--- config.mk ---
export PLATFORM = sky130hd
export DESIGN_NAME = pfl_ctrl
export DESIGN_NICKNAME = d
export VERILOG_FILES = /design/src/sv/pfl_pkg.sv /design/src/sv/pfl_ctrl.sv
export SDC_FILE = /design/constraint.sdc
export NUM_CORES = 1
export LEC_CHECK = 0
export BUFFER_PORTS_ARGS = -buffer_cell sky130_fd_sc_hd__buf_2
export CAP_MARGIN = 10
export CORE_AREA = 5 5 42 44
export DETAILED_ROUTE_END_ITERATION = 8
export DIE_AREA = 0 0 47 49
export PLACE_DENSITY = 0.4
export SYNTH_ARGS = -nofsm -noshare
export SYNTH_HDL_FRONTEND = slang
export SYNTH_SLANG_ARGS = --single-unit
--- constraint.sdc ---
create_clock -name i_clk -period 1.6 [get_ports i_clk]
set_input_delay 0 -clock i_clk [delete_from_list [all_inputs] [get_ports i_clk]]
set_output_delay 0 -clock i_clk [all_outputs]
set_load 0.05 [all_outputs]
--- src/sv/pfl_pkg.sv ---
// shared types and constants for the palette file loader
package pfl_pkg;

    // result status codes
    localparam logic [2:0] ST_BYTE     = 3'd0;
    localparam logic [2:0] ST_ARCH     = 3'd1;
    localparam logic [2:0] ST_RAW      = 3'd2;
    localparam logic [2:0] ST_BAD_FMT  = 3'd3;
    localparam logic [2:0] ST_BAD_SIZE = 3'd4;
    localparam logic [2:0] ST_READ     = 3'd5;

    // loaded palette format codes
    localparam logic [1:0] FMT_NONE = 2'd0;
    localparam logic [1:0] FMT_ARCH = 2'd1;
    localparam logic [1:0] FMT_RAW  = 2'd2;

    // file syntax
    localparam logic [7:0] REC_START  = 8'h13;
    localparam logic [7:0] REC_SET    = 8'h10;
    localparam logic [7:0] ALPHA_FULL = 8'hFF;

    // size limits
    localparam int unsigned SIZE_LIMIT = 65536;
    localparam int BYTE_CNT_W   = 17;
    localparam int TRIPLE_CNT_W = 15;
    localparam int COUNT_OUT_W  = 11;

    // controller states
    typedef enum logic [2:0] {
        S_IDLE   = 3'b001,
        S_FINISH = 3'b010,
        S_READ   = 3'b100
    } t_state;

    // commands from controller to datapath
    typedef struct packed {
        logic byte_step;
        logic finish;
        logic read_issue;
        logic read_done;
    } t_ctl_cmd;

endpackage

--- src/sv/pfl_ctrl.sv ---
// controller state machine: sequences byte steps, load decision and reads
module pfl_ctrl
    import pfl_pkg::*;
(
    input  logic     i_clk,
    input  logic     i_rst_n,
    input  logic     i_start,
    input  logic     i_mode,
    input  logic     i_last_byte,
    output t_ctl_cmd o_cmd,
    output logic     o_busy
);

    t_state r_state;
    t_state n_state;
    logic   w_take;

    assign w_take = (r_state == S_IDLE) && i_start;

    // next state
    always_comb begin
        n_state = r_state;
        case (r_state)
            S_IDLE: begin
                if (i_start) begin
                    if (i_mode) begin
                        n_state = S_READ;
                    end else if (i_last_byte) begin
                        n_state = S_FINISH;
                    end
                end
            end
            S_FINISH: begin
                n_state = S_IDLE;
            end
            S_READ: begin
                n_state = S_IDLE;
            end
            default: begin
                n_state = S_IDLE;
            end
        endcase
    end

    // state register
    always_ff @(posedge i_clk) begin
        if (!i_rst_n) begin
            r_state <= S_IDLE;
        end else begin
            r_state <= n_state;
        end
    end

    // commands
    always_comb begin
        o_cmd.byte_step  = w_take && !i_mode;
        o_cmd.read_issue = w_take && i_mode;
        o_cmd.finish     = (r_state == S_FINISH);
        o_cmd.read_done  = (r_state == S_READ);
    end

    assign o_busy = (r_state != S_IDLE);

endmodule

==> results.ini <==
[placement]
place_hpwl_um=297
place_inst=39
place_area_um2=213
portBuffers=9
gp_congestion=0.709

[worst_hold_path]
hp-class=in2reg
hold_start=i_start
whs_path_depth=2
hold_path_end=r_state[0]

[drt]
wl_met1_um=157
wl_met3_um=67
drt-pass1-iter-count=3
vias=163
top_layer_used=met4
post-route-drc-count=0
wl_um=370
met2_length_um=137
via_per_inst=3.79
avgRoutedWirePerCell_um=8.60
drt.antenna.violating_nets=0
drt_iter0_drc=7

[power_and_ir_drop]
combPwrFrac=0.202
ir_worst_vdd_mv=0.384
swShare=0.300
powerDensity_nw_per_um2=1130
clkPwrFrac=0.496
p_sw_uw=81.1
totalPowerFinal_uw=271
power_frac_seq=0.302
power.leakage_uw=0.000114
p_int_uw=189

[clock_tree]
cts.path.max_buffers=2
root_buffer=clkbuf_4
cts_tree=done
cts.hold.buffers_added=0
path_clk_slew_ns=0.04
clk_latency_ns=0.23
cts_num_sinks=3
cts_made_buffers=3
post_cts.repair.setup_buffers=0
cts.htree.levels=1
post_cts_resized=0

[timing]
fmax_ghz=0.735
rsz0062_at_grt=no
post-route-period-util=0.851
tns_ns=0
max_slew_margin=0.829
setup_viol=0
hold_violations=0
worst_pin_slew_ns=0.258
period_needed_ns=1.36
clock_skew_ns=0.00407
maxSlewViolCount=0

[final_layout]
fin_cells=43
fin_util=0.171
final_net_count=33
largest_reg_flops=3
largestRegisters=r_state (3)
n_antenna_cell=0
stdcell_area_um2=239
drive_above_1_share=0.593
syn2layout_area_growth_pct=61.9
top_register=r_state
fillers=170

[grt]
grt_pass1_wl_um=648
grt_start_max_net_pins=6
grt_pass1_vias=170
antenna_found_initial=0
track_usage=0.0443
overflow=0

[outcome]
status=complete, no violations

[synth]
synth_seq_cells=3
synth_compound_area_frac=0.0593
synthMuxAreaShare=0
synthesis.nets=19
synth.yosys.seq_area_share=0.407
yosys_warnings=0
synth_fa_ha_area_frac=0
synth_cell_types=10
syn_inst=14
synthSimpleGateAreaFrac=0.508
synth_top_family_by_area=simple AND/OR/NAND/NOR gates
avgSynthCellArea_um2=10.5
synth_area_um2=148
synthXorXnorAreaFrac=0

[worst_setup_path]
arrival_ns=1.36
crit_fanout=4
worst_path_max_delay_cell=dfxtp_1
path_delay_family=simple AND/OR/NAND/NOR gates
cpPeakStageDelay_ns=0.35
regToRegSetupSlack_ns=0.72
path_buf_inv=2
worstSetupEndpointType=primary output
crit_chain=nor3b_4 > inv_2 > nor3b_2 > buf_2
r2r-start=r_state[0]
reg2reg_to=r_state[0]
start_kind=flop
worstSetupPathType=reg2out
rr_worst_depth=2
worstPathRequired_ns=1.60

[floorplanning]
dieArea_um2=2300
fp.coreArea_um2=1400
die-width_um=47
num_io_pins=10
start_util=0.105
rows=14
die_h_um=49

[run]
drv_cap=0

-- cell usage in the layout, fill, tap and decap left out --
master / instances
and3_2: 1
buf_2: 9
clkbuf_1: 1
clkbuf_4: 3
dfxtp_1: 3
inv_2: 1
nand3_1: 1
nand4b_1: 1
nor2_1: 2
nor3b_1: 2
nor3b_2: 1
nor3b_4: 1
o2111ai_1: 1
-- worst reg2reg max path, stage by stage, from the launching register on --
cell	delay, ns
dfxtp_1	0.35
nor3b_4	0.24
o2111ai_1	0.15
-- metrics by stage --
stage               hold WS [ns]  setup slack [ns]
floorplan                 0.0808            0.0536
global placement           0.222             0.518
detailed placement         0.244             0.499
CTS                      0.00142             0.227
global route              0.0132             0.128
finish                   0.00492             0.239
-- cells by family (layout without fill, tap and decap cells) --
family	Yosys count	count (layout)
buf+inv	1	14
compound gates	1	1
simple gates	9	9
flops	3	3
-- how the worst max path moves through the flow --
stage          startpoint  endpoint  cells past startpoint
2_1_floorplan  r_state[2]  o_cmd[0]                      1
3_3_place_gp   r_state[0]  o_cmd[3]                      4
3_5_place_dp   r_state[0]  o_cmd[3]                      4
4_1_cts        r_state[0]  o_cmd[3]                      4
5_1_grt        r_state[0]  o_cmd[3]                      4
6_report       r_state[0]  o_cmd[3]                      4
-- area by class of cell --
class,instances,area [µm²],area share
tap,16,20.0,0.0838
sequential,3,60.1,0.251
multi-input combinational,10,83.8,0.351
timing repair buffer,9,45.0,0.188
inverter,1,3.75,0.0157
clock buffer,4,26.3,0.110
-- cell usage after synthesis --
library cell,instances,area [µm²]
nand4b_1,1,8.76
nand3_1,1,5.00
nor3b_2,1,12.5
nor3b_1,2,15.0
nor2_1,2,7.51
nor3b_4,1,18.8
inv_2,1,3.75
dfxtp_1,3,60.1
o2111ai_1,1,8.76
and3_2,1,7.51
-- power by group through the flow --
stage	Clock [µW]	Sequential (µW)	Combinational, µW
after CTS	140	81.8	54.8
after global placement	0	82.6	53.5
final	134	81.8	54.7
after global routing	151	82.4	58.0
after detailed placement	0	82.9	54.6
after floorplan	0	82.3	38.9
-- per-layer routing --
| layer | vias to the layer above | track usage |
|---|---|---|
| met5 | - | 0 |
| met4 | 0 | 0.0415 |
| met3 | 2 | 0.0554 |
| met2 | 12 | 0.0475 |
| met1 | 71 | 0.0394 |
| li1 | 78 | - |
Note: power is estimated with default switching activity, not from simulation.
